<file path="src/rtl/lmaf_pkg.sv">
// lmaf_pkg: shared types and constants for the low-pass and moving-average filter
// used by lowpass_and_moving_average_filter_top and its checker
// no dependencies
package lmaf_pkg;

    // configuration registers
    localparam int unsigned ALPHA_W      = 17;
    localparam int unsigned WINLEN_W     = 7;
    localparam int unsigned CFG_DATA_W   = 17;
    localparam int unsigned CFG_IDX_W    = 1;
    localparam int unsigned ALPHA_SHIFT  = 16;

    localparam logic [ALPHA_W-1:0]  ALPHA_ONE    = 17'd65536;
    localparam logic [ALPHA_W-1:0]  ALPHA_RESET  = 17'd25670;
    localparam logic [WINLEN_W-1:0] WINLEN_RESET = 7'd5;

    localparam logic [CFG_IDX_W-1:0] CFG_ALPHA  = 1'b0;
    localparam logic [CFG_IDX_W-1:0] CFG_WINLEN = 1'b1;

    // command carried in tuser
    localparam logic CMD_SAMPLE = 1'b0;
    localparam logic CMD_CLEAR  = 1'b1;

    typedef enum logic [2:0] {
        ST_IDLE,
        ST_MUL,
        ST_LP,
        ST_DIV,
        ST_DONE
    } state_t;

endpackage

</file>
<file path="src/rtl/lowpass_and_moving_average_filter_top.sv">
// lowpass_and_moving_average_filter_top: first-order low-pass and windowed average
// samples are kept in one ring memory, average by a serial restoring divider
// depends on lmaf_pkg
//
// usage
//   input stream: s_axis_tdata = {limit, sample} (sample in the low bits),
//   s_axis_tuser = command (clear when set). a clear zeroes the low-pass value,
//   ring position, fill count and running sum and produces no result.
//   output stream: m_axis_tdata = {above_limit, average, smoothed}.
//   config: write cfg_data to register cfg_index (0 alpha, 1 window length)
//   while the block is idle, one write per cycle with cfg_we.
// timing
//   a sample passes the states MUL, LP, DIV and DONE after acceptance before
//   its result is loaded into the output register; the serial divider produces
//   one quotient bit per cycle. a clear completes in the idle state and
//   s_axis_tready stays high. the next sample is accepted as soon as the
//   previous one sits in the output register; if that register is still held
//   by a stalled receiver the block waits before loading the new result.
// reset
//   rst_n clears control state, filter state and configuration registers; the
//   working and output data registers are not reset, and the ring needs no
//   clearing as only entries written since a clear or reset are read.
module lowpass_and_moving_average_filter_top #(
    parameter int unsigned WINDOW_DEPTH = 64,
    parameter int unsigned SAMPLE_WIDTH = 32
) (
    input  logic                                      clk,
    input  logic                                      rst_n,
    // slave side
    input  logic                                      s_axis_tvalid,
    output logic                                      s_axis_tready,
    // sample, limit
    input  logic [((2*SAMPLE_WIDTH+7)/8)*8-1:0]       s_axis_tdata,
    // command
    input  logic                                      s_axis_tuser,
    // master side
    output logic                                      m_axis_tvalid,
    input  logic                                      m_axis_tready,
    // smoothed, average, above_limit
    output logic [((2*SAMPLE_WIDTH+8)/8)*8-1:0]       m_axis_tdata,
    // configuration
    input  logic                                      cfg_we,
    input  logic [lmaf_pkg::CFG_IDX_W-1:0]            cfg_index,
    input  logic [lmaf_pkg::CFG_DATA_W-1:0]           cfg_data
);
    import lmaf_pkg::*;

    localparam int unsigned SW     = SAMPLE_WIDTH;
    localparam int unsigned OUT_DW = ((2*SW+8)/8)*8;
    localparam int unsigned SUM_W  = SW + $clog2(WINDOW_DEPTH);
    localparam int unsigned FW     = $clog2(WINDOW_DEPTH + 1);
    localparam int unsigned AW     = (WINDOW_DEPTH > 1) ? $clog2(WINDOW_DEPTH) : 1;
    localparam int unsigned CW     = (FW > WINLEN_W) ? FW : WINLEN_W;
    localparam int unsigned OW     = FW + 1;
    localparam int unsigned PW     = SW + ALPHA_W + 2;
    localparam int unsigned CNT_W  = $clog2(SUM_W);

    // configuration registers
    logic [ALPHA_W-1:0]  alpha_reg;
    logic [WINLEN_W-1:0] winlen_reg;

    // filter state
    logic signed [SW-1:0]    lp_reg;
    logic signed [SUM_W-1:0] sum_reg;
    logic [FW-1:0]           fill_reg;
    logic [AW-1:0]           pos_reg;

    // per-transaction working registers
    logic signed [SW-1:0]    x_reg;
    logic signed [SW-1:0]    lim_reg;
    logic signed [SW:0]      d_reg;
    logic signed [PW-1:0]    prod_reg;
    logic                    drop_reg;
    logic signed [SW-1:0]    ram_q_reg;
    logic                    neg_reg;
    logic [FW-1:0]           rem_reg;
    logic [SUM_W-1:0]        quo_reg;
    logic [CNT_W-1:0]        cnt_reg;

    // output register
    logic                    m_valid_reg;
    logic [SW-1:0]           m_smoothed_reg;
    logic [SW-1:0]           m_average_reg;
    logic                    m_above_reg;

    state_t state_reg, state_next;

    logic signed [SW-1:0] ring_mem [WINDOW_DEPTH];

    // control decode
    logic in_ready;
    logic mul_en;
    logic lp_en;
    logic div_en;
    logic done_st;

    logic s_accept;
    logic s_sample_go;
    logic s_clear_go;
    logic out_load;
    logic div_last;

    logic signed [SW-1:0]    s_sample;
    logic signed [SW-1:0]    s_limit;
    logic [CW-1:0]           wl_eff;
    logic [CW-1:0]           wl_ext;
    logic                    drop_next;
    logic [OW-1:0]           pos_ext;
    logic [OW-1:0]           fill_ext;
    logic [OW-1:0]           oldest_full;
    logic [AW-1:0]           oldest_addr;
    logic [AW-1:0]           pos_next;
    logic [FW-1:0]           fill_next;
    logic signed [SUM_W-1:0] x_ext;
    logic signed [SUM_W-1:0] old_ext;
    logic signed [SUM_W-1:0] sum_next;
    logic signed [ALPHA_W:0] alpha_eff;
    logic signed [PW-1:0]    step_full;
    logic [SW+1:0]           lp_wide;
    logic [SW+1:0]           lp_sum;
    logic [SW-1:0]           lp_next;
    logic [SUM_W-1:0]        mag_next;
    logic [FW:0]             div_shift;
    logic                    div_ge;
    logic [FW:0]             div_diff;
    logic [SUM_W-1:0]        avg_full;

    assign s_sample    = $signed(s_axis_tdata[SW-1:0]);
    assign s_limit     = $signed(s_axis_tdata[2*SW-1:SW]);
    assign s_accept    = s_axis_tvalid && in_ready;
    assign s_sample_go = s_accept && (s_axis_tuser == CMD_SAMPLE);
    assign s_clear_go  = s_accept && (s_axis_tuser == CMD_CLEAR);
    assign out_load    = done_st && (!m_valid_reg || m_axis_tready);
    assign div_last    = (cnt_reg == CNT_W'(SUM_W - 1));

    // window length limited to 1..WINDOW_DEPTH
    always_comb
    begin
        wl_ext = CW'(winlen_reg);
        if (wl_ext == '0)
            wl_eff = CW'(1);
        else if (wl_ext > CW'(WINDOW_DEPTH))
            wl_eff = CW'(WINDOW_DEPTH);
        else
            wl_eff = wl_ext;
    end

    assign drop_next = (CW'(fill_reg) >= wl_eff);

    // oldest stored entry sits fill_reg places behind the write position
    always_comb
    begin
        pos_ext  = OW'(pos_reg);
        fill_ext = OW'(fill_reg);
        if (pos_ext >= fill_ext)
            oldest_full = pos_ext - fill_ext;
        else
            oldest_full = pos_ext + OW'(WINDOW_DEPTH) - fill_ext;
    end

    assign oldest_addr = oldest_full[AW-1:0];
    assign pos_next    = (pos_reg == AW'(WINDOW_DEPTH - 1)) ? '0 : pos_reg + AW'(1);
    assign fill_next   = drop_reg ? fill_reg : fill_reg + FW'(1);

    // running sum update once the oldest entry has been read
    assign x_ext    = {{(SUM_W-SW){x_reg[SW-1]}}, x_reg};
    assign old_ext  = {{(SUM_W-SW){ram_q_reg[SW-1]}}, ram_q_reg};
    assign sum_next = sum_reg - (drop_reg ? old_ext : SUM_W'(0)) + x_ext;

    assign alpha_eff = (alpha_reg > ALPHA_ONE) ? {1'b0, ALPHA_ONE} : {1'b0, alpha_reg};

    // low-pass add with saturation to the sample range
    always_comb
    begin
        step_full = prod_reg >>> ALPHA_SHIFT;
        lp_wide   = (SW+2)'(lp_reg);
        lp_sum    = lp_wide + step_full[SW+1:0];
        if ((lp_sum[SW+1] == lp_sum[SW]) && (lp_sum[SW] == lp_sum[SW-1]))
            lp_next = lp_sum[SW-1:0];
        else if (lp_sum[SW+1])
            lp_next = {1'b1, {(SW-1){1'b0}}};
        else
            lp_next = {1'b0, {(SW-1){1'b1}}};
    end

    assign mag_next = sum_reg[SUM_W-1] ? SUM_W'(-sum_reg) : SUM_W'(sum_reg);

    // one restoring division step
    always_comb
    begin
        div_shift = {rem_reg, quo_reg[SUM_W-1]};
        div_ge    = (div_shift >= {1'b0, fill_reg});
        div_diff  = div_shift - {1'b0, fill_reg};
    end

    assign avg_full = neg_reg ? (~quo_reg + SUM_W'(1)) : quo_reg;

    // next state
    always_comb
    begin
        state_next = state_reg;
        case (state_reg)
            ST_IDLE:
            begin
                if (s_sample_go)
                    state_next = ST_MUL;
            end
            ST_MUL:  state_next = ST_LP;
            ST_LP:   state_next = ST_DIV;
            ST_DIV:
            begin
                if (div_last)
                    state_next = ST_DONE;
            end
            ST_DONE:
            begin
                if (out_load)
                    state_next = ST_IDLE;
            end
            default: state_next = ST_IDLE;
        endcase
    end

    // state decode
    always_comb
    begin
        in_ready = 1'b0;
        mul_en   = 1'b0;
        lp_en    = 1'b0;
        div_en   = 1'b0;
        done_st  = 1'b0;
        case (state_reg)
            ST_IDLE: in_ready = 1'b1;
            ST_MUL:  mul_en   = 1'b1;
            ST_LP:   lp_en    = 1'b1;
            ST_DIV:  div_en   = 1'b1;
            ST_DONE: done_st  = 1'b1;
            default: in_ready = 1'b0;
        endcase
    end

    always_ff @(posedge clk or negedge rst_n)
    begin
        if (!rst_n)
            state_reg <= ST_IDLE;
        else
            state_reg <= state_next;
    end

    // configuration registers
    always_ff @(posedge clk or negedge rst_n)
    begin
        if (!rst_n)
        begin
            alpha_reg  <= ALPHA_RESET;
            winlen_reg <= WINLEN_RESET;
        end
        else if (cfg_we)
        begin
            case (cfg_index)
                CFG_ALPHA:  alpha_reg  <= cfg_data[ALPHA_W-1:0];
                CFG_WINLEN: winlen_reg <= cfg_data[WINLEN_W-1:0];
                default:    alpha_reg  <= alpha_reg;
            endcase
        end
    end

    // filter state
    always_ff @(posedge clk or negedge rst_n)
    begin
        if (!rst_n)
        begin
            lp_reg   <= '0;
            sum_reg  <= '0;
            fill_reg <= '0;
            pos_reg  <= '0;
        end
        else if (s_clear_go)
        begin
            lp_reg   <= '0;
            sum_reg  <= '0;
            fill_reg <= '0;
            pos_reg  <= '0;
        end
        else
        begin
            if (mul_en)
            begin
                sum_reg  <= sum_next;
                fill_reg <= fill_next;
                pos_reg  <= pos_next;
            end
            if (lp_en)
                lp_reg <= lp_next;
        end
    end

    // ring memory: read the oldest entry on acceptance, write the new sample after
    always_ff @(posedge clk)
    begin
        if (mul_en)
            ring_mem[pos_reg] <= x_reg;
        if (s_sample_go)
            ram_q_reg <= ring_mem[oldest_addr];
    end

    // datapath registers
    always_ff @(posedge clk)
    begin
        if (s_sample_go)
        begin
            x_reg    <= s_sample;
            lim_reg  <= s_limit;
            d_reg    <= (SW+1)'(s_sample) - (SW+1)'(lp_reg);
            drop_reg <= drop_next;
        end
        if (mul_en)
            prod_reg <= PW'(d_reg) * PW'(alpha_eff);
        if (lp_en)
        begin
            neg_reg <= sum_reg[SUM_W-1];
            quo_reg <= mag_next;
            rem_reg <= '0;
            cnt_reg <= '0;
        end
        else if (div_en)
        begin
            quo_reg <= {quo_reg[SUM_W-2:0], div_ge};
            rem_reg <= div_ge ? div_diff[FW-1:0] : div_shift[FW-1:0];
            cnt_reg <= cnt_reg + CNT_W'(1);
        end
    end

    // output register
    always_ff @(posedge clk or negedge rst_n)
    begin
        if (!rst_n)
            m_valid_reg <= 1'b0;
        else if (out_load)
            m_valid_reg <= 1'b1;
        else if (m_axis_tready)
            m_valid_reg <= 1'b0;
    end

    always_ff @(posedge clk)
    begin
        if (out_load)
        begin
            m_smoothed_reg <= lp_reg;
            m_average_reg  <= avg_full[SW-1:0];
            m_above_reg    <= (lp_reg > lim_reg);
        end
    end

    assign s_axis_tready = in_ready;
    assign m_axis_tvalid = m_valid_reg;
    assign m_axis_tdata  = OUT_DW'({m_above_reg, m_average_reg, m_smoothed_reg});

endmodule

</file>
<file path="config.mk">
export PLATFORM = sky130hd
export DESIGN_NAME = lowpass_and_moving_average_filter_top
export DESIGN_NICKNAME = d
export VERILOG_FILES = /design/src/rtl/lmaf_pkg.sv /design/src/rtl/lowpass_and_moving_average_filter_top.sv
export SDC_FILE = /design/constraint.sdc
export NUM_CORES = 2
export LEC_CHECK = 0
export ABC_CLOCK_PERIOD_IN_PS = 11300
export BUFFER_PORTS_ARGS = -buffer_cell sky130_fd_sc_hd__buf_2
export CAP_MARGIN = 25
export CORE_MARGIN = 4
export CORE_UTILIZATION = 40
export DETAILED_ROUTE_END_ITERATION = 16
export SLEW_MARGIN = 20
export SYNTH_ARGS = -nofsm -noshare
export SYNTH_HDL_FRONTEND = slang
export SYNTH_SLANG_ARGS = --single-unit
</file>
<file path="constraint.sdc">
create_clock -name clk -period 11.3 [get_ports clk]
set_input_delay 2.26 -clock clk [delete_from_list [all_inputs] [get_ports clk]]
set_output_delay 2.26 -clock clk [all_outputs]
set_load 0.01 [all_outputs]
</file>
==> metrics.csv <==
stage,metric,value,unit
status,status,completed,
power,maximum vdd drop,0.4428,mV
min_path,Worst Hold Depth,2,
critical_path,CP max FO,40,
route,detailed-route DRC error count,0,
placed_design,PortBufs,154,
final_layout,Util after Layout,45.32,%
placed_design,cell count after placement,11280,
critical_path,worst endpoint required time,11.88,ns
grt,final global-route overflow total,0,
route,final WL,313300,um
logic_synthesis,Mapped Cells,7302,
route,drt pass-1 iters,5,
route,number of vias per cell,5.482,
grt,largest net degree at the start of global routing,103,
timing,Final min period,8.526,ns
die,Initial Utilization,40.24,%
die,core footprint,297300,um2
placed_design,post-DP HPWL,191400,um
logic_synthesis,post-synthesis cell area,119600,um2
logic_synthesis,Post-synth EDFFs,2316,
timing,Worst-Margin Slew,1.112,ns
critical_path,Crit. End Element,register,
final_layout,post-route insts no fill,11780,
cts,H-tree levels,5,
power,Leakage,48.50,nW
cts,hold buffers post-CTS,0,
timing,total count of hold-check failures in the final report,0,
timing,# setup viols final,0,
die,Die Span Y,554.9,um
timing,Tcrit/Tclk final,75.45,%
critical_path,arrival time at the worst endpoint,9.11,ns
critical_path,R2R depth,27,
logic_synthesis,sequential fraction of the synthesis area,60.68,%
final_layout,Filler Cells Inserted,25550,
timing,Worst slew margin,25.40,%
route,Final ANT Viol Nets,0,
final_layout,fin nets,8544,
cts,clk slew on worst S/H paths,0.06,ns
grt,initial antenna violation count,26,
timing,Max Freq,0.1173,GHz
cts,"Clk Latency, worst-skew pair",0.88,ns
grt,first-pass GRT wire length,460000,um
power,Power Dens Cells,328.4,nW/um2
cts,TritonCTS buffer count,264,
timing,Fin Hold WS,0.4897,ns
placed_design,GPL Wtd Cong,0.8640,
cts,CTS tree,yes,
logic_synthesis,top_reg_cell synth,edfxtp_1,
timing,Setup TNS,0,ns
min_path,min-delay worst type,register to register,
die,Rows,200,
logic_synthesis,"Distinct cells, synth",85,
cts,Bufs on Longest Clock Path,4,
final_layout,max FFs per register,2048,
final_layout,Multi-input gate area,43090,um2
grt,vias in the first global route,67310,
die,Top Ports,162,
cts,# clock sinks,2440,
die,Die X,554.9,um
grt,gr usage total,20.28,%
final_layout,Area growth syn-to-layout,12.63,%
final_layout,share of layout cells above drive strength 1,19.29,%
cts,Clock Tree Root,clkbuf_16,
route,routed via count,64560,
final_layout,most frequent cells in the layout,"edfxtp_1, inv_1, mux4_2, fa_1, and2_1",
logic_synthesis,asr flop ratio synth,4.549,%
cts,number of post-CTS setup repair buffers,0,
cts,post-cts sizing count,0,
logic_synthesis,#FFs+latches synth,2440,
timing,RSZ-0062 raised after global routing,no,
die,die area,307900,um2
final_layout,FF+latch area,72600,um2
route,drt initial violations,7229,
critical_path,crit path kind,register to register,
logic_synthesis,yosys synthesis warning count,0,
flow_run,max_cap viols,0,
critical_path,Startpoint Class,register,
timing,Fin Clk Skew,0.05262,ns
route,routed len/inst,26.61,um
logic_synthesis,syn avg cell area,16.38,um2
timing,Final Slew Violations,0,
final_layout,"most common cell after layout, fill and taps aside",edfxtp_1,
==> kinds of logic after synthesis <==
kind of cell	synth area share, %
flip-flops	60.68
AO/OA/AOI/OAI	3.491
multiplexers	12.62
adder cells (fa/ha/maj)	12.40
AND/OR/NAND/NOR	5.406
XOR/XNOR	1.559
buffers and inverters	3.833
other	0.003135
==> synthesized netlist by cell type, drive strengths merged, types with 6 or more instances <==
cell	number	share of area (%)
a31oi	9	0.047
nand3b	7	0.054
buf	76	0.32
dfstp	8	0.18
and3	21	0.11
dfxtp	13	0.22
a21o	72	0.45
fa	570	9.5
mux2	24	0.23
xor2	52	0.38
o211ai	8	0.050
nor2b	74	0.39
o2111ai	6	0.044
a211oi	50	0.31
a21oi	168	0.70
clkbuf	238	0.75
xnor2	161	1.2
mux4	640	12
nand4	29	0.15
ha	274	2.9
o31ai	25	0.16
a221o	36	0.30
or4	11	0.075
nor3	34	0.14
edfxtp	2316	58
and2	417	2.2
nor2	166	0.52
nand2	382	1.2
nor4	11	0.068
o21ai	183	0.77
o21a	19	0.12
inv	881	2.8
o21bai	15	0.094
mux2i	41	0.34
nand3	55	0.23
o41ai	11	0.081
nand2b	22	0.12
dfrtp	103	2.2
or3	12	0.064
==> metal layers <==
metal,part of all wire (%),routed length (um),vias up,GRT usage (%)
met5,0.019,60,-,0
met4,3.0,9437,8,5.781
met3,7.6,23810,448,3.411
met2,49,153200,2434,33.75
met1,40,126800,34160,27.60
li1,-,-,27500,-
==> worst max-delay path: stages (launching register included) <==
cell	delay (ns)
dfrtp_2	0.95
inv_1	0.13
a41oi_1	0.20
buf_4	0.24
nor2b_2	0.05
buf_4	0.24
and2_1	0.24
fa_1	0.54
inv_1	0.06
fa_1	0.49
fa_1	0.51
inv_1	0.05
fa_1	0.52
fa_1	0.49
inv_1	0.05
fa_1	0.49
inv_1	0.05
ha_1	0.40
nand4_1	0.15
nor2_1	0.16
nand2_1	0.12
a311o_1	0.43
a31oi_1	0.38
o21ai_0	0.18
a211oi_1	0.53
o21ai_0	0.22
o211ai_1	0.22
xnor2_1	0.09
==> through the flow <==
stage | setup WS, ns | cell area, um2 | total power [mW]
floorplan | 2.928 | 119700 | 28.81
global placement | 2.937 | 126200 | 35.90
detailed placement | 2.854 | 126200 | 36.18
CTS | 2.789 | 134600 | 44.74
global route | 2.244 | 134700 | 47.36
finish | 2.774 | 134700 | 44.25
==> final cells by class <==
cell class                      count  area share, %
Multi-Input combinational cell   3671          31.98
Timing Repair Buffer              352          1.777
Inverter                          883          2.460
Antenna cell                       20        0.03714
Clock buffer                      328          5.183
Clock inverter                    142          1.025
Sequential cell                  2440          53.88
Tap cell                         3939          3.658
==> final timing paths <==
kind	to	start	slack, ns
min in group asynchronous	lp_reg[16]	rst_n	1.35
max in group asynchronous	sum_reg[13]	rst_n	8.58
min reg2reg	rem_reg[6]	rem_reg[6]	0.49
max reg2reg	prod_reg[49]	alpha_reg[16]	2.77
min	rem_reg[6]	rem_reg[6]	0.49
max	prod_reg[49]	alpha_reg[16]	2.77
==> report_power, final <==
part,switching (mW),internal [mW],total (mW)
sequential,0.342,10.8,11.1
clock,3.59,4.86,8.46
combinational,13.8,10.9,24.6
No activity file was read; power rests on OpenSTA's default activity.
